--- config.mk ---
export PLATFORM = sky130hd
export DESIGN_NAME = rpo_gain_div
export DESIGN_NICKNAME = d
export VERILOG_FILES = /design/src/sv/rpo_pkg.sv /design/src/sv/rpo_gain_div.sv
export SDC_FILE = /design/constraint.sdc
export NUM_CORES = 1
export LEC_CHECK = 0
export ABC_AREA = 1
export ABC_CLOCK_PERIOD_IN_PS = 8300
export BUFFER_PORTS_ARGS = -buffer_cell sky130_fd_sc_hd__buf_2
export CAP_MARGIN = 10
export CORE_UTILIZATION = 55
export DETAILED_ROUTE_END_ITERATION = 7
export HOLD_SLACK_MARGIN = 0.1
export PLACE_DENSITY_LB_ADDON = 0.25
export SETUP_SLACK_MARGIN = 0.15
export SLEW_MARGIN = 0
export SYNTH_ARGS = -nofsm -noshare
export SYNTH_HDL_FRONTEND = slang
export SYNTH_SLANG_ARGS = --single-unit
--- constraint.sdc ---
create_clock -name clock -period 8.3 [get_ports clock]
set_input_delay 2.49 -clock clock [delete_from_list [all_inputs] [get_ports clock]]
set_output_delay 2.49 -clock clock [all_outputs]
set_load 0.02 [all_outputs]
--- src/sv/rpo_pkg.sv ---
// Shared types, constants and register codes for the RGB pixel point-operation block.
package rpo_pkg;

   localparam int CHAN_W   = 8;
   localparam int REG_W    = 9;
   localparam int NUM_REGS = 8;
   localparam int IDX_W    = $clog2(NUM_REGS);
   localparam int GAIN_W   = 24;
   localparam int LUMA_W   = 24;

   // register indexes
   localparam logic [IDX_W-1:0] IDX_MODE        = IDX_W'(0);
   localparam logic [IDX_W-1:0] IDX_LEVEL       = IDX_W'(1);
   localparam logic [IDX_W-1:0] IDX_OFFSET      = IDX_W'(2);
   localparam logic [IDX_W-1:0] IDX_SAT_ALPHA   = IDX_W'(3);
   localparam logic [IDX_W-1:0] IDX_SOLAR_RED   = IDX_W'(4);
   localparam logic [IDX_W-1:0] IDX_SOLAR_GREEN = IDX_W'(5);
   localparam logic [IDX_W-1:0] IDX_SOLAR_BLUE  = IDX_W'(6);
   localparam logic [IDX_W-1:0] IDX_SOLAR_GRAY  = IDX_W'(7);

   // operation codes
   localparam logic [3:0] MODE_AVG       = 4'd0;
   localparam logic [3:0] MODE_LUMA      = 4'd1;
   localparam logic [3:0] MODE_INVERT    = 4'd2;
   localparam logic [3:0] MODE_SWAP      = 4'd3;
   localparam logic [3:0] MODE_THRESH    = 4'd4;
   localparam logic [3:0] MODE_BRIGHT    = 4'd5;
   localparam logic [3:0] MODE_CONTRAST  = 4'd6;
   localparam logic [3:0] MODE_CON_BRITE = 4'd7;
   localparam logic [3:0] MODE_SATURATE  = 4'd8;
   localparam logic [3:0] MODE_SOLARIZE  = 4'd9;
   localparam logic [3:0] MODE_SEPIA     = 4'd10;

   // reset values
   localparam logic [REG_W-1:0]  ALPHA_ONE   = 9'd256;
   localparam logic [REG_W-1:0]  SOLAR_RESET = 9'd128;
   localparam logic [GAIN_W-1:0] GAIN_RESET  = 24'd65536;

   // luma weights Q0.16, index 0 = red
   localparam logic [2:0][15:0] LUMA_WT = {16'd3887, 16'd44433, 16'd17216};
   // sepia weights Q0.16, [output channel][input channel]
   localparam logic [2:0][2:0][15:0] SEPIA_WT = {
      {16'd8585,  16'd34996, 16'd17826},
      {16'd11010, 16'd44958, 16'd22872},
      {16'd12386, 16'd50397, 16'd25756}
   };
   // floor(s/3) = (s*683) >> 11 for s <= 765
   localparam logic [9:0] AVG_RECIP = 10'd683;
   localparam int         AVG_SHIFT = 11;

   // contrast gain divider
   localparam int DIV_STEPS = 34;
   localparam int DIV_CNT_W = $clog2(DIV_STEPS);

   typedef logic [CHAN_W-1:0] chan_type;
   typedef chan_type [2:0] rgb_type;

   typedef struct packed {
      logic [3:0]             mode;
      logic [REG_W-1:0]       level;
      logic [REG_W-1:0]       offset;
      logic [REG_W-1:0]       sat_alpha;
      logic [2:0][REG_W-1:0]  solar_limit;
      logic                   solar_to_gray;
      logic [GAIN_W-1:0]      gain;
   } cfg_type;

endpackage

--- src/sv/rpo_gain_div.sv ---
// Contrast gain divider: restoring division, one quotient bit per cycle.
module rpo_gain_div
   import rpo_pkg::*;
(
   input  logic                 clock,
   input  logic                 reset,
   input  logic                 load,
   input  logic [REG_W-1:0]     level,
   output logic                 busy,
   output logic [GAIN_W-1:0]    gain
);

   logic                  run_ff, run_in;
   logic [DIV_CNT_W-1:0]  cnt_ff, cnt_in;
   logic [16:0]           rem_ff, rem_in;
   logic [33:0]           quo_ff, quo_in;
   logic [16:0]           den_ff, den_in;
   logic [GAIN_W-1:0]     gain_ff, gain_in;

   logic signed [8:0]     amt;
   logic [8:0]            apos;
   logic [17:0]           num;
   logic [9:0]            dm;
   logic [17:0]           shifted;
   logic [18:0]           diff;
   logic                  ok;

   always_comb begin
      // -256 behaves like -255 (gain 0)
      amt     = (level == 9'h100) ? -9'sd255 : $signed(level);
      apos    = 9'($signed({amt[8], amt}) + 10'sd255);
      num     = 18'(apos) * 18'd259;
      dm      = 10'(10'sd259 - $signed({amt[8], amt}));
      den_in  = 17'(dm) * 17'd255;

      shifted = {rem_ff, quo_ff[33]};
      diff    = {1'b0, shifted} - {2'b00, den_ff};
      ok      = !diff[18];

      run_in  = run_ff;
      cnt_in  = cnt_ff;
      rem_in  = rem_ff;
      quo_in  = quo_ff;
      gain_in = gain_ff;
      if (load) begin
         run_in = 1'b1;
         cnt_in = '0;
         rem_in = '0;
         quo_in = {num, 16'b0};
      end else if (run_ff) begin
         rem_in = ok ? diff[16:0] : shifted[16:0];
         quo_in = {quo_ff[32:0], ok};
         cnt_in = cnt_ff + 1'b1;
         if (cnt_ff == DIV_CNT_W'(DIV_STEPS - 1)) begin
            run_in  = 1'b0;
            gain_in = quo_in[GAIN_W-1:0];
         end
      end
   end

   always_ff @(posedge clock) begin
      if (reset) begin
         run_ff  <= 1'b0;
         cnt_ff  <= '0;
         gain_ff <= GAIN_RESET;
      end else begin
         run_ff  <= run_in;
         cnt_ff  <= cnt_in;
         gain_ff <= gain_in;
      end
   end

   always_ff @(posedge clock) begin
      rem_ff <= rem_in;
      quo_ff <= quo_in;
      if (load) begin
         den_ff <= den_in;
      end
   end

   assign busy = run_ff;
   assign gain = gain_ff;

endmodule

Yosys cells after proc, flatten, opt, wreduce, memory -nomap -nowiden
Index checks and enable logic that the tools add are counted.

Memories kept: 0. Bits in latches: 0. Bits of input ports: 12. Output and inout bits: 25. Memory bits (read-only): 0. Logic and storage cells: 27. Memory bits (writable): 0. Flip-flop bits (word level): 99.

Muxes and demuxes: 7. Order comparisons: 0. Bitwise gates (word level): 1. $mul: 2. Add/sub/neg operators: 4. Equal/unequal tests: 2. Reduce and logical (&&, ||, !) cells: 4. Divide/modulo/power cells: 0. Shifts and indexed selects: 0.

Operator list (number): 34-bit two-way mux (2); 18-bit by 17-bit subtractor with 19-bit output (1); 9-bit by 9-bit multiplier with 18-bit output, second input constant (1); 10-bit by 8-bit multiplier with 17-bit output, second input constant (1); 17-bit two-way mux (1); 10-bit by 9-bit subtractor with 10-bit output, first input constant (1); 9-bit adder, second input constant (1); 9-bit equality test, second input constant (1); 9-bit two-way mux (1); 6-bit by 1-bit adder with 6-bit output, second input constant (1); 6-bit equality test, second input constant (1); 1-bit two-way mux (3); 3-bit AND reduction (1); 2-bit nonzero test (1); 2-bit OR reduction (1); 1-bit zero test (1); 1-bit inverter (1).

Longest topological paths before layout
Word-level depth: 5. Gate-level depth with buffers: 30. Gate-level depth less buffers: 30.

Worst setup path before layout
OpenSTA, ideal clock, no wires.

Kind: input to register. Start: in level[3]. End: reg den_ff[16] (data pin). Arrival time: 6.754 ns. Library setup time: 0.252 ns. Required time: 8.048 ns. Slack: 1.293 ns. Cell stages on the path: 24. Path through: inv_1 -> ha_1 -> nand2_1 -> nor2_1 -> nand2_1 -> nand2_1 -> nand2_1 -> nor2_1 -> nand3_1 -> nor2_1 -> inv_1 -> fa_1 -> ha_1 -> inv_1 -> fa_1 -> fa_1 -> inv_1 -> ha_1 -> a21oi_1 -> o21ai_0 -> a221oi_1 -> nand2_1 -> nand2_1 -> nand2_1.

Word-level cells in the longest chain between the ends: 4.

RTL lines: start: declaration (line rpo_gain_div.sv:8) `input logic [REG_W-1:0] level,`; 9-bit equality test (line rpo_gain_div.sv:30) `amt = (level == 9'h100) ? -9'sd255 : $signed(level);`; 9-bit two-way mux (*) (line rpo_gain_div.sv:30); 10-bit by 9-bit subtractor with 10-bit output (*) (line rpo_gain_div.sv:33) `dm = 10'(10'sd259 - $signed({amt[8], amt}));`; 10-bit by 8-bit multiplier with 17-bit output (*) (line rpo_gain_div.sv:34) `den_in = 17'(dm) * 17'd255;`; via den_in[16] (line rpo_gain_div.sv:17) `logic [16:0] den_ff, den_in;`; end signal: assignment (line rpo_gain_div.sv:77) `den_ff <= den_in;`; end: declaration (line rpo_gain_div.sv:17).

Mark *: on every way through the listed nets, which the timed path passes. The rest lies on a longest branch. A chain may end at the register's enable or synchronous reset.

Worst setup path after layout
Ends and elaborated chain as after synthesis.

==> impl_metrics.yaml <==
cts:
  cts_buffers: 9
  root_buffer: "clkbuf_16"
  clk_latency_ps: 350
  clkTransAtPathRegs_ps: 70
  clockBufferDepth: 2
  cts_setup_buffers: 0
  cts_tree: "built"
  cts.htree.levels: 3
  cts_sinks: 99
  cts_resized: 0
  hold_buffers: 0
placed_design:
  post-place-ws_ps: 755
  dpl_cell_area_um2: 8050
  hpwl_mm: 11.9
  portBuffers: 36
  routabilityCongestion: 0.893
synthesis:
  synth-async-reset-ratio: 0
  yosysSeqAreaShare: 0.303
  synth_top_area_share: 0.166
  ys_ff_latch: 99
  synth_edf_count: 35
  synthTopCellsByCount: "nand2_1, inv_1, ha_1"
  synth_area_per_cell_um2: 7.96
  yosysMostFrequentCell: "nand2_1"
  synth.area.top_cells: "dfxtp_1, ha_1, edfxtp_1"
  synth_largest_area_cell: "dfxtp_1"
  synth_nets: 1109
  synthCells: 967
  ys.flop_type: "dfxtp_1"
  syn_area_um2: 7700
  yosys_warnings: 0
  ys_types: 43
power:
  totalPowerFinal_mw: 2.23
  leakage_nw: 4.21
  p_per_area_nw_per_um2: 267
  ir_drop_uv: 158
floorplan:
  fp.dieArea_um2: 14500
  start_util: 0.572
  placementRows: 42
  core_area_um2: 13500
  top_level_ports: 37
  fp.dieH_um: 120
  die_x_um: 120
finish:
  post-route-cell-area_um2: 8360
  syn_to_final_growth_pct: 8.58
  nNetsFinal: 1143
  antenna_cells: 0
  drive_above_1_share: 0.0706
route:
  wl_per_cell_um: 12.8
  postRouteWirelength_mm: 15.2
  drt_iter0_drc: 291
  antenna_left: 0
  viasPerCell: 5.18
  drc_errors: 0
  num_vias: 6120
  firstDrtPassIters: 5
global_routing:
  grt_pass1_wl_mm: 25.9
  grt_max_degree: 40
  grt_busiest_layer: "met2"
  use_met1: 0.296
  grt_pass1_vias: 5792
  use_met3: 0.0236
  grt_overflow: 0
  antenna_found_initial: 0
  globalRouteTotalUtil: 0.221
  gr-usage-met2: 0.377
timing:
  fmax_mhz: 138
  timing.hold.ws_ps: 473
  fin_crit_sh: 0.871
  fin_ws_ps: 1070
  drv_slew: 0
  timing.slew.headroom: 0.276
  finClkSkew_ps: 9.26
  setup_viol: 0
  finalHoldViolCount: 0
  rsz0062_at_grt: "false"
  period_needed_ps: 7230
  tightest_slew_ps: 1080
  tns_ps: 0
worst_setup_path:
  worst_setup_path_start_kind: "primary input"
  critPathArrivalTime_ps: 7340
  crit_required_ps: 8410
  worst-setup-path-type: "primary input to flip-flop"
  end_kind: "flip-flop"
  critPathMaxFanout: 5
worst_hold_path:
  hp-class: "flip-flop to flip-flop"
job:
  drv_cap: 0
outcome:
  status: "finished, final reports clean"
-- path summary, 6_finish.rpt --
kind	cells past startpoint	startpoint	end	slack [ps]
worst max-delay path	25	level[3]	den_ff[16]	1070
worst max register to register	2	busy	quo_ff[33]	5550
worst min register to register	2	rem_ff[14]	rem_ff[14]	470
worst min-delay path	2	rem_ff[14]	rem_ff[14]	470
-- where the power goes --
group | total [mW] | internal, mW | switching, mW | leakage (nW)
Combinational | 1.17 | 0.457 | 0.712 | 3.19
Clock | 0.425 | 0.230 | 0.195 | 0.150
Sequential | 0.639 | 0.621 | 0.0181 | 0.872
-- metal layers --
metal,wire length (µm),vias up,part of all wire
li1,-,3188,-
met1,7290,2807,0.48
met2,7180,112,0.47
met3,516,13,0.034
met4,172,0,0.011
met5,0,-,0
-- placed cells by master, fill, tap and decap left out, types with 36 or more instances in the layout --
cell type | Yosys | layout
nor2_1 | 74 | 72
nand2_1 | 190 | 190
dfxtp_1 | 64 | 64
buf_2 | 3 | 36
inv_1 | 182 | 182
a21oi_1 | 53 | 53
fa_1 | 38 | 38
ha_1 | 92 | 92
nand3_1 | 39 | 39
o21ai_0 | 53 | 53
-- state kept, by name, summed over array words and instances, names as in the netlist --
| name | count |
|---|---|
| busy | 1 |
| cnt_ff | 6 |
| rem_ff | 17 |
| quo_ff | 34 |
| gain | 24 |
| den_ff | 17 |
-- cell families (layout without fill, tap and decap cells) --
family / count (synthesis) / count (layout) / synth area share
AOI/OAI and AO/OA: 155 / 155 / 0.112
adders and majority gates: 130 / 130 / 0.248
DFF: 99 / 99 / 0.303
xor gates and xnor gates: 38 / 38 / 0.0432
and+or+nand+nor: 343 / 343 / 0.192
buffers and inverters: 202 / 241 / 0.101
-- layout make-up --
cell class                 instances  area [µm²]
inverter                         185         694
clock buffer                      10         250
clock inverter                     6        61.3
timing repair buffer              40         210
fill                            1238        5090
tap                              176         220
multi-input combinational        666        4590
sequential                        99        2330
-- metrics by stage --
step | cells | utilization
finish | 1182 | 0.621
global route | 1182 | 0.621
CTS | 1182 | 0.621
detailed placement | 1166 | 0.598
global placement | 1166 | 0.598
floorplan | 967 | -
-- worst max-delay path, cell delays in order --
cell and delay (ps):
buf_2 110, inv_1 100, ha_1 150, nand2_1 70
nor2_1 100, nand2_1 110, nand2_1 140, nand2_1 60
nor2_1 240, nand3_1 190, nand2_1 240, inv_1 170
fa_1 550, ha_1 310, inv_1 50, fa_1 500
fa_1 550, inv_1 50, ha_1 340, a21oi_1 140
o21ai_0 130, a221oi_1 330, nand2_1 80, nand2_1 70
nand2_1 40
No activity file was read; power rests on OpenSTA's default activity.
