**config.mk**
```make
export PLATFORM = sky130hd
export DESIGN_NAME = rpo_datapath
export DESIGN_NICKNAME = d
export VERILOG_FILES = /design/src/sv/rpo_pkg.sv /design/src/sv/rpo_datapath.sv
export SDC_FILE = /design/constraint.sdc
export NUM_CORES = 2
export LEC_CHECK = 0
export ABC_AREA = 1
export BUFFER_PORTS_ARGS = -buffer_cell sky130_fd_sc_hd__buf_2
export CAP_MARGIN = 10
export CORE_ASPECT_RATIO = 1.75
export CORE_MARGIN = 1
export CORE_UTILIZATION = 45
export CTS_CLUSTER_SIZE = 28
export DETAILED_ROUTE_END_ITERATION = 10
export PLACE_DENSITY = 0.7
export SYNTH_ARGS = -nofsm -noshare
export SYNTH_HDL_FRONTEND = slang
export SYNTH_SLANG_ARGS = --single-unit
```
**constraint.sdc**
```tcl
create_clock -name clock -period 9.6 [get_ports clock]
set_clock_uncertainty 0.1 [all_clocks]
set_input_delay 0.96 -clock clock [delete_from_list [all_inputs] [get_ports clock]]
set_output_delay 0.96 -clock clock [all_outputs]
set_load 0.02 [all_outputs]
```
**src/sv/rpo_pkg.sv**
```systemverilog
// Shared types, constants and register codes for the RGB pixel point-operation block.
package rpo_pkg;

   localparam int CHAN_W   = 8;
   localparam int REG_W    = 9;
   localparam int NUM_REGS = 8;
   localparam int IDX_W    = $clog2(NUM_REGS);
   localparam int GAIN_W   = 24;
   localparam int LUMA_W   = 24;

   // register indexes
   localparam logic [IDX_W-1:0] IDX_MODE        = IDX_W'(0);
   localparam logic [IDX_W-1:0] IDX_LEVEL       = IDX_W'(1);
   localparam logic [IDX_W-1:0] IDX_OFFSET      = IDX_W'(2);
   localparam logic [IDX_W-1:0] IDX_SAT_ALPHA   = IDX_W'(3);
   localparam logic [IDX_W-1:0] IDX_SOLAR_RED   = IDX_W'(4);
   localparam logic [IDX_W-1:0] IDX_SOLAR_GREEN = IDX_W'(5);
   localparam logic [IDX_W-1:0] IDX_SOLAR_BLUE  = IDX_W'(6);
   localparam logic [IDX_W-1:0] IDX_SOLAR_GRAY  = IDX_W'(7);

   // operation codes
   localparam logic [3:0] MODE_AVG       = 4'd0;
   localparam logic [3:0] MODE_LUMA      = 4'd1;
   localparam logic [3:0] MODE_INVERT    = 4'd2;
   localparam logic [3:0] MODE_SWAP      = 4'd3;
   localparam logic [3:0] MODE_THRESH    = 4'd4;
   localparam logic [3:0] MODE_BRIGHT    = 4'd5;
   localparam logic [3:0] MODE_CONTRAST  = 4'd6;
   localparam logic [3:0] MODE_CON_BRITE = 4'd7;
   localparam logic [3:0] MODE_SATURATE  = 4'd8;
   localparam logic [3:0] MODE_SOLARIZE  = 4'd9;
   localparam logic [3:0] MODE_SEPIA     = 4'd10;

   // reset values
   localparam logic [REG_W-1:0]  ALPHA_ONE   = 9'd256;
   localparam logic [REG_W-1:0]  SOLAR_RESET = 9'd128;
   localparam logic [GAIN_W-1:0] GAIN_RESET  = 24'd65536;

   // luma weights Q0.16, index 0 = red
   localparam logic [2:0][15:0] LUMA_WT = {16'd3887, 16'd44433, 16'd17216};
   // sepia weights Q0.16, [output channel][input channel]
   localparam logic [2:0][2:0][15:0] SEPIA_WT = {
      {16'd8585,  16'd34996, 16'd17826},
      {16'd11010, 16'd44958, 16'd22872},
      {16'd12386, 16'd50397, 16'd25756}
   };
   // floor(s/3) = (s*683) >> 11 for s <= 765
   localparam logic [9:0] AVG_RECIP = 10'd683;
   localparam int         AVG_SHIFT = 11;

   // contrast gain divider
   localparam int DIV_STEPS = 34;
   localparam int DIV_CNT_W = $clog2(DIV_STEPS);

   typedef logic [CHAN_W-1:0] chan_type;
   typedef chan_type [2:0] rgb_type;

   typedef struct packed {
      logic [3:0]             mode;
      logic [REG_W-1:0]       level;
      logic [REG_W-1:0]       offset;
      logic [REG_W-1:0]       sat_alpha;
      logic [2:0][REG_W-1:0]  solar_limit;
      logic                   solar_to_gray;
      logic [GAIN_W-1:0]      gain;
   } cfg_type;

endpackage

```
**src/sv/rpo_datapath.sv**
```systemverilog
// Five-stage pixel datapath: solarize, products, sums and clamps, blend products, output.
module rpo_datapath
   import rpo_pkg::*;
(
   input  logic       clock,
   input  logic       reset,
   input  logic       in_valid,
   input  chan_type   in_red,
   input  chan_type   in_green,
   input  chan_type   in_blue,
   input  cfg_type    cfg,
   output logic       out_valid,
   output chan_type   out_red,
   output chan_type   out_green,
   output chan_type   out_blue
);

   typedef struct packed {
      rgb_type     raw;
      rgb_type     sol;
      logic [9:0]  sum;
   } s1_type;

   typedef struct packed {
      rgb_type                  raw;
      rgb_type                  sol;
      rgb_type                  bright;
      logic [2:0][23:0]         luma_p;
      logic [2:0][2:0][23:0]    sepia_p;
      logic [2:0][33:0]         con_p;
      logic [19:0]              avg_p;
   } s2_type;

   typedef struct packed {
      rgb_type           raw;
      rgb_type           sol;
      rgb_type           bright;
      rgb_type           sepia;
      rgb_type           con;
      chan_type          avg;
      logic [LUMA_W-1:0] y;
   } s3_type;

   typedef struct packed {
      rgb_type           other;
      logic              is_sat;
      logic [32:0]       ya;
      logic [2:0][15:0]  xa;
   } s4_type;

   logic   v1_ff, v2_ff, v3_ff, v4_ff, v5_ff;
   s1_type s1_ff, s1_in;
   s2_type s2_ff, s2_in;
   s3_type s3_ff, s3_in;
   s4_type s4_ff, s4_in;
   rgb_type out_ff, out_in;

   // stage 1: capture, solarize per channel, channel sum
   always_comb begin
      s1_in.raw[0] = in_red;
      s1_in.raw[1] = in_green;
      s1_in.raw[2] = in_blue;
      for (int i = 0; i < 3; i++) begin
         s1_in.sol[i] = ({1'b0, s1_in.raw[i]} < cfg.solar_limit[i]) ?
                        ~s1_in.raw[i] : s1_in.raw[i];
      end
      s1_in.sum = 10'(in_red) + 10'(in_green) + 10'(in_blue);
   end

   // stage 2: constant and gain products, brightness
   always_comb begin
      rgb_type            lsrc;
      logic signed [24:0] gs;
      logic signed [8:0]  xm;
      logic signed [33:0] prod;
      logic signed [9:0]  bv;
      lsrc = (cfg.mode == MODE_SOLARIZE) ? s1_ff.sol : s1_ff.raw;
      gs   = $signed({1'b0, cfg.gain});
      s2_in.raw = s1_ff.raw;
      s2_in.sol = s1_ff.sol;
      for (int i = 0; i < 3; i++) begin
         s2_in.luma_p[i] = 24'(LUMA_WT[i]) * 24'(lsrc[i]);
         for (int j = 0; j < 3; j++) begin
            s2_in.sepia_p[i][j] = 24'(SEPIA_WT[i][j]) * 24'(s1_ff.raw[j]);
         end
         xm   = $signed({1'b0, s1_ff.raw[i]} - 9'd128);
         prod = gs * xm;
         s2_in.con_p[i] = prod;
         bv = $signed({2'b00, s1_ff.raw[i]}) + $signed({cfg.level[8], cfg.level});
         s2_in.bright[i] = bv[9] ? 8'd0 : (bv[8] ? 8'd255 : bv[7:0]);
      end
      s2_in.avg_p = 20'(s1_ff.sum) * 20'(AVG_RECIP);
   end

   // stage 3: luma and sepia sums, contrast bias and clamp
   always_comb begin
      logic [24:0]        ssum;
      logic [REG_W-1:0]   b;
      logic signed [9:0]  bsum;
      logic signed [33:0] bias;
      logic signed [33:0] v;
      s3_in.raw    = s2_ff.raw;
      s3_in.sol    = s2_ff.sol;
      s3_in.bright = s2_ff.bright;
      s3_in.y      = s2_ff.luma_p[0] + s2_ff.luma_p[1] + s2_ff.luma_p[2];
      s3_in.avg    = s2_ff.avg_p[AVG_SHIFT +: CHAN_W];
      b    = (cfg.mode == MODE_CON_BRITE) ? cfg.offset : '0;
      bsum = $signed({b[8], b}) + 10'sd128;
      bias = {{8{bsum[9]}}, bsum, 16'b0};
      for (int i = 0; i < 3; i++) begin
         ssum = 25'(s2_ff.sepia_p[i][0]) + 25'(s2_ff.sepia_p[i][1])
              + 25'(s2_ff.sepia_p[i][2]);
         s3_in.sepia[i] = ssum[24] ? 8'd255 : ssum[23:16];
         v = $signed(s2_ff.con_p[i]) + bias;
         if (v[33]) begin
            s3_in.con[i] = 8'd0;
         end else if (|v[32:24]) begin
            s3_in.con[i] = 8'd255;
         end else begin
            s3_in.con[i] = v[23:16];
         end
      end
   end

   // stage 4: mode select, saturation blend products
   always_comb begin
      logic [REG_W-1:0] a;
      chan_type         gray;
      chan_type         thr;
      a    = (cfg.sat_alpha[8] && (|cfg.sat_alpha[7:0])) ? ALPHA_ONE : cfg.sat_alpha;
      gray = s3_ff.y[23:16];
      if (cfg.level[8]) begin
         thr = 8'd255;
      end else begin
         thr = ({1'b0, gray} >= cfg.level) ? 8'd255 : 8'd0;
      end
      s4_in.ya     = 33'(s3_ff.y) * 33'(ALPHA_ONE - a);
      s4_in.is_sat = (cfg.mode == MODE_SATURATE);
      for (int i = 0; i < 3; i++) begin
         s4_in.xa[i] = 16'(s3_ff.raw[i]) * 16'(a);
      end
      case (cfg.mode)
         MODE_AVG:       s4_in.other = {3{s3_ff.avg}};
         MODE_LUMA:      s4_in.other = {3{gray}};
         MODE_INVERT:    s4_in.other = ~s3_ff.raw;
         MODE_SWAP:      s4_in.other = {s3_ff.raw[0], s3_ff.raw[1], s3_ff.raw[2]};
         MODE_THRESH:    s4_in.other = {3{thr}};
         MODE_BRIGHT:    s4_in.other = s3_ff.bright;
         MODE_CONTRAST,
         MODE_CON_BRITE: s4_in.other = s3_ff.con;
         MODE_SOLARIZE:  s4_in.other = cfg.solar_to_gray ? {3{gray}} : s3_ff.sol;
         MODE_SEPIA:     s4_in.other = s3_ff.sepia;
         default:        s4_in.other = s3_ff.raw;
      endcase
   end

   // stage 5: blend sum and final pick
   always_comb begin
      logic [32:0] bsum;
      for (int i = 0; i < 3; i++) begin
         bsum = s4_ff.ya + {1'b0, s4_ff.xa[i], 16'b0};
         out_in[i] = s4_ff.is_sat ? bsum[31:24] : s4_ff.other[i];
      end
   end

   always_ff @(posedge clock) begin
      if (reset) begin
         v1_ff <= 1'b0;
         v2_ff <= 1'b0;
         v3_ff <= 1'b0;
         v4_ff <= 1'b0;
         v5_ff <= 1'b0;
      end else begin
         v1_ff <= in_valid;
         v2_ff <= v1_ff;
         v3_ff <= v2_ff;
         v4_ff <= v3_ff;
         v5_ff <= v4_ff;
      end
   end

   always_ff @(posedge clock) begin
      s1_ff  <= s1_in;
      s2_ff  <= s2_in;
      s3_ff  <= s3_in;
      s4_ff  <= s4_in;
      out_ff <= out_in;
   end

   assign out_valid = v5_ff;
   assign out_red   = out_ff[0];
   assign out_green = out_ff[1];
   assign out_blue  = out_ff[2];

endmodule

```
* After elaboration in Yosys (flattened, before gate mapping) *
Index checks and enable logic that the tools add are counted.
Widths: inputs -> output; s select.

storage, ports and cells
  flip-flop bits (word level) = 794
  bits in latches = 0
  RAM bits = 0
  ROM bits = 0
  output and inout bits = 25
  memories kept = 0

operators by class
  $add $sub $neg = 24
  multiply operators = 20
  divide/modulo/power cells = 0
  magnitude comparators = 4
  eq/ne operators = 10
  shift-type cells = 0
  muxes and demuxes = 19
  bitwise operators = 4
  reduce and logical (&&, ||, !) cells = 7

operators by type and width
  cell                    count
  $pmux 24 s9             1
  $mux 8                  14
  $add 34x26->34          3
  $mul 25x9->34           3
  $add 32x32->32          3
  $add 23x24->25          3
  $add 25x22->25          3
  $mul 14x8->22 const A   3
  $mul 13x8->21 const A   3
  $mul 16x8->24 const A   2
  $mul 8x9->16            3
  $mux 24                 2
  $mul 12x8->20 const A   2
  $mul 25x10->32          1
  $add 9x9->10            3
  $lt 8x9->1              3
  $reduce_or 9->1         3
  $sub 8x8->9 const B     3
  $add 23x24->24          1
  $add 24x20->24          1
  $not 24->24             1
  $not 8->8               3
  $mul 15x8->23 const A   1
  $mul 10x10->19 const B  1
  15 further kinds        22

* Depth between registers and ports, before layout *
  depth after elaboration = 6
  depth in mapped cells = 41
  gate-level depth less buffers = 40

* Least setup slack after synthesis *
OpenSTA, ideal clock, no wires.

  path kind = input port to flip-flop
  start = input cfg[58] in the netlist's numbering
  end = register s4_ff[74] in the netlist's numbering
  data arrival time = 6.654 ns
  required time = 9.388 ns
  slack = 2.733 ns
  cell stages on the path = 30
  buffers on the path = 2
  cells stage by stage = inv_2 -> nand2_1 -> nor3_2 -> a21oi_4 -> nor2_1 -> inv_1 -> buf_2 -> ha_1 -> or2_2 -> nand2_1 -> inv_1 -> clkbuf_1 -> nand2_1 -> fa_1 -> fa_1 -> inv_1 -> fa_1 -> inv_1 -> fa_1 -> fa_1 -> inv_1 -> ha_1 -> a21oi_1 -> inv_1 -> a31oi_1 -> o21ai_0 -> a211oi_1 -> nand2_1 -> nand2_1 -> nand2_1

RTL lines
  item                  RTL line             source
  from (decl)           rpo_datapath.sv:11   input cfg_type cfg,
  to (signal assigned)  rpo_datapath.sv:186  s4_ff <= s4_in;
  to (decl)             rpo_datapath.sv:55   s4_type s4_ff, s4_in;

==> summary.txt <==
Final hold slack -> 0.197 ns
Total clock buffers created by CTS -> 75
Placer's final routability congestion estimate -> 1.02
WL per Instance -> 21.7 um
Fillcell total -> 18200
Crit path arrival time -> 8.14 ns
Via-per-instance ratio -> 5.40
Post-detail-place hpwl -> 241 mm
Number of port buffers -> 134
Adder and majority gate portion of the synthesized area -> 43.7%
Number of placed I/O pins -> 135
Critical Path Start Type -> input pin
Time the final worst path needs with I/O delays and setup -> 7.68 ns
Die H -> 578 um
Setup Crit Path Kind -> input pin to register
Compound-cell area share of the yosys netlist -> 7.68%
Routed Wire Length -> 287 mm
Clock Path Buffers -> 3
Worst Setup End Kind -> register
Number of max-slew violations in the final report -> 0
Data required, critical path -> 10.07 ns
Synthesized instance count -> 10700
Path category of the worst min-delay check -> register to register
Via count of the first global-routing pass -> 76700
Core Box Area -> 189000 um2
Number of distinct library cells after synthesis -> 68
Number of synthesized flops with an enable pin -> 0
Maximum number of pins on one net before global-route repair -> 48
Area share of xor/xnor cells in the synthesized design -> 4.09%
Most common cell on crit path -> sky130_fd_sc_hd__nand2_1
Register-to-Register Setup Slack -> 2.80 ns
Setup repair after global routing missed its margin -> no
First-pass detailed-route iteration total -> 8
Total Die Area -> 192000 um2
Number of maximum-capacitance violations -> 0
Startpoint of the tightest hold check path -> s2_ff[425]
Clock latency on the worst-skew pair -> 0.69 ns
TritonCTS clock tree -> yes
Share of flip-flops with an asynchronous set or reset -> 0%
Congestion Overflow GR -> 0
Synth Area in Simple Gates -> 17.5%
Via count -> 71700
Reg-to-reg critical path startpoint -> s1_ff[51]
End of the worst hold path -> s3_ff[95]
Final Hold Viols -> 0
Depth of the CTS H-tree -> 3
Tot GR Track Use -> 30.0%
CP max FO -> 12
Remaining number of nets flagged by the antenna check after routing -> 0
Endpoint of the worst-slack reg-to-reg timing path -> s2_ff[118]
Global-route wire length before repair -> 435 mm
Row count -> 211
CP max-delay cell -> sky130_fd_sc_hd__nor2_1
Number of hold buffers added after CTS -> 0
Initial standard-cell utilization of the core -> 45.3%
Sum of negative setup slack -> 0 ns
Root Buffer Master -> sky130_fd_sc_hd__clkbuf_16
Proportion of layout cells with a drive suffix above 1 -> 4.16%
Starting DRT DRC Count -> 4163
Total Nets Final -> 13200
Result of the run -> finished clean
Number of cells after detailed placement -> 13100
Maximum cell stage delay along the critical path -> 0.76 ns
Mux contribution to synthesized area -> 0%
Number of buffers inserted by post-CTS setup repair -> 0
Mapped Avg Cell Area -> 8.01 um2
Number of cells on the worst hold path -> 0
Chip Width -> 331 um
Final setup violating endpoints -> 0
Max_slew headroom -> 15.1%
Highest clock frequency the design can meet -> 130 MHz
P&R area growth vs syn -> 7.15%
Post-CTS sizing -> 0
Share of the yosys chip area belonging to registers -> 16.2%
Post-synthesis register bit count -> 691
Depth of the worst register-to-register path -> 18
TritonCTS sink count -> 691
Clock slew seen by the registers of the worst setup and hold paths -> 0.07 ns
Count of placed standard cells in the final layout, fillers left out -> 13300
Post-Syn Area -> 85500 um2
Final Cycle Share -> 80.0%
Number of synthesis warnings -> 0
Post-detailed-route DRC marker count -> 0
Number of antenna violations at the first check in global routing -> 26
Most used flip-flop cell after synthesis -> sky130_fd_sc_hd__dfxtp_1
Combinational family with the most area after synthesis -> adder cells
Slew at the pin with the worst max-slew slack -> 1.26 ns
## metal layers
| metal | track usage (%) | part of all wire [%] |
|---|---|---|
| met3 | 3.99 | 5.3 |
| met4 | 27.7 | 11 |
| met5 | 0 | 0.025 |
| met2 | 55.5 | 51 |
| met1 | 28.8 | 33 |
## synthesized netlist by cell type, drive strengths merged (62+ instances only)
| cell | n | area [um2] |
|---|---|---|
| xnor2 | 135 | 1180 |
| inv | 2229 | 8370 |
| nor3 | 71 | 380 |
| nand3 | 355 | 1780 |
| xor2 | 259 | 2310 |
| a21o | 62 | 465 |
| nand4 | 88 | 563 |
| ha | 1259 | 15800 |
| nand2 | 2364 | 8920 |
| clkbuf | 180 | 677 |
| fa | 1078 | 21600 |
| o21ai | 276 | 1410 |
| nor2 | 661 | 2550 |
| a21oi | 554 | 2810 |
| dfxtp | 691 | 13800 |
## layout make-up
class / count / area, um2 / share of cell area [%]
Clock inverter: 52 / 687 / 0.750
Timing Repair Buffer: 195 / 1130 / 1.23
Clock buffer: 85 / 2000 / 2.18
Sequential cell: 691 / 13900 / 15.1
Antenna cell: 11 / 27.5 / 0.0301
Tap cell: 2449 / 3060 / 3.35
Inverter: 2230 / 8380 / 9.15
Multi-Input combinational cell: 7546 / 62400 / 68.2
## how the worst max path moves through the flow
| stage | start | end | slack, ns | cells after the start |
|---|---|---|---|---|
| 3_3_place_gp | cfg[52] | s4_ff[75] | 1.35 | 35 |
| 3_5_place_dp | cfg[52] | s4_ff[75] | 1.35 | 35 |
| 6_report | cfg[52] | s4_ff[75] | 1.92 | 35 |
| 5_1_grt | cfg[52] | s4_ff[75] | 1.52 | 35 |
| 2_1_floorplan | cfg[58] | s4_ff[74] | 2.73 | 30 |
| 4_1_cts | cfg[52] | s4_ff[75] | 2.04 | 35 |
## through the flow
stage | area, um2 | util [%] | setup WS, ns
2_1_floorplan | 85500 | - | 2.73
3_3_place_gp | 88900 | 47.1 | 1.35
3_5_place_dp | 88900 | 47.1 | 1.35
4_1_cts | 91500 | 48.5 | 2.04
5_1_grt | 91500 | 48.5 | 1.52
6_report | 91600 | 48.5 | 1.92
## cells in the final DEF (no fill, tap or decap), types with 15 or more instances in the layout
cell,n
sky130_fd_sc_hd__nor3_1,66
sky130_fd_sc_hd__dfxtp_1,677
sky130_fd_sc_hd__nor4_1,41
sky130_fd_sc_hd__o22ai_1,16
sky130_fd_sc_hd__o21bai_1,41
sky130_fd_sc_hd__nand3b_1,31
sky130_fd_sc_hd__o21ai_0,245
sky130_fd_sc_hd__a211oi_1,18
sky130_fd_sc_hd__o21a_1,17
sky130_fd_sc_hd__a21oi_1,549
sky130_fd_sc_hd__nor2_1,645
sky130_fd_sc_hd__buf_4,61
sky130_fd_sc_hd__xnor2_1,135
sky130_fd_sc_hd__nand2_2,15
sky130_fd_sc_hd__fa_1,1078
sky130_fd_sc_hd__nand2_1,2348
sky130_fd_sc_hd__or2_2,20
sky130_fd_sc_hd__o31ai_1,22
sky130_fd_sc_hd__a31oi_1,57
sky130_fd_sc_hd__o21ai_1,23
sky130_fd_sc_hd__nand4_1,86
sky130_fd_sc_hd__buf_2,134
sky130_fd_sc_hd__ha_1,1259
sky130_fd_sc_hd__o2111ai_1,19
sky130_fd_sc_hd__xor2_1,256
sky130_fd_sc_hd__a21o_1,62
sky130_fd_sc_hd__conb_1,23
sky130_fd_sc_hd__nand3_1,354
sky130_fd_sc_hd__clkbuf_16,76
sky130_fd_sc_hd__inv_1,2212
## logic make-up after synthesis
kind of cell | count (synthesis)
other cells | 2
simple gates | 3652
fa+ha+maj | 2337
xor+xnor | 394
flops | 691
buf+inv | 2452
compound gates | 1140
## worst max-delay path: cells and delay by family
kind / cells / cell delay, ns
AND/OR/NAND/NOR: 15 / 2.40
adder cells (fa/ha/maj): 7 / 3.00
AO/OA/AOI/OAI: 4 / 0.79
buffers and inverters: 9 / 0.94
## state kept, by name, summed over array words and instances, names as in the netlist
signal     flops
s4_ff         89
s3_ff        152
out_blue       8
out_valid      1
v1_ff          1
v2_ff          1
out_red        8
out_green      8
v4_ff          1
v3_ff          1
s2_ff        363
s1_ff         58
Power is not shown: default switching activity piles up to over one toggle a cycle in this logic, so the estimate is an artifact.
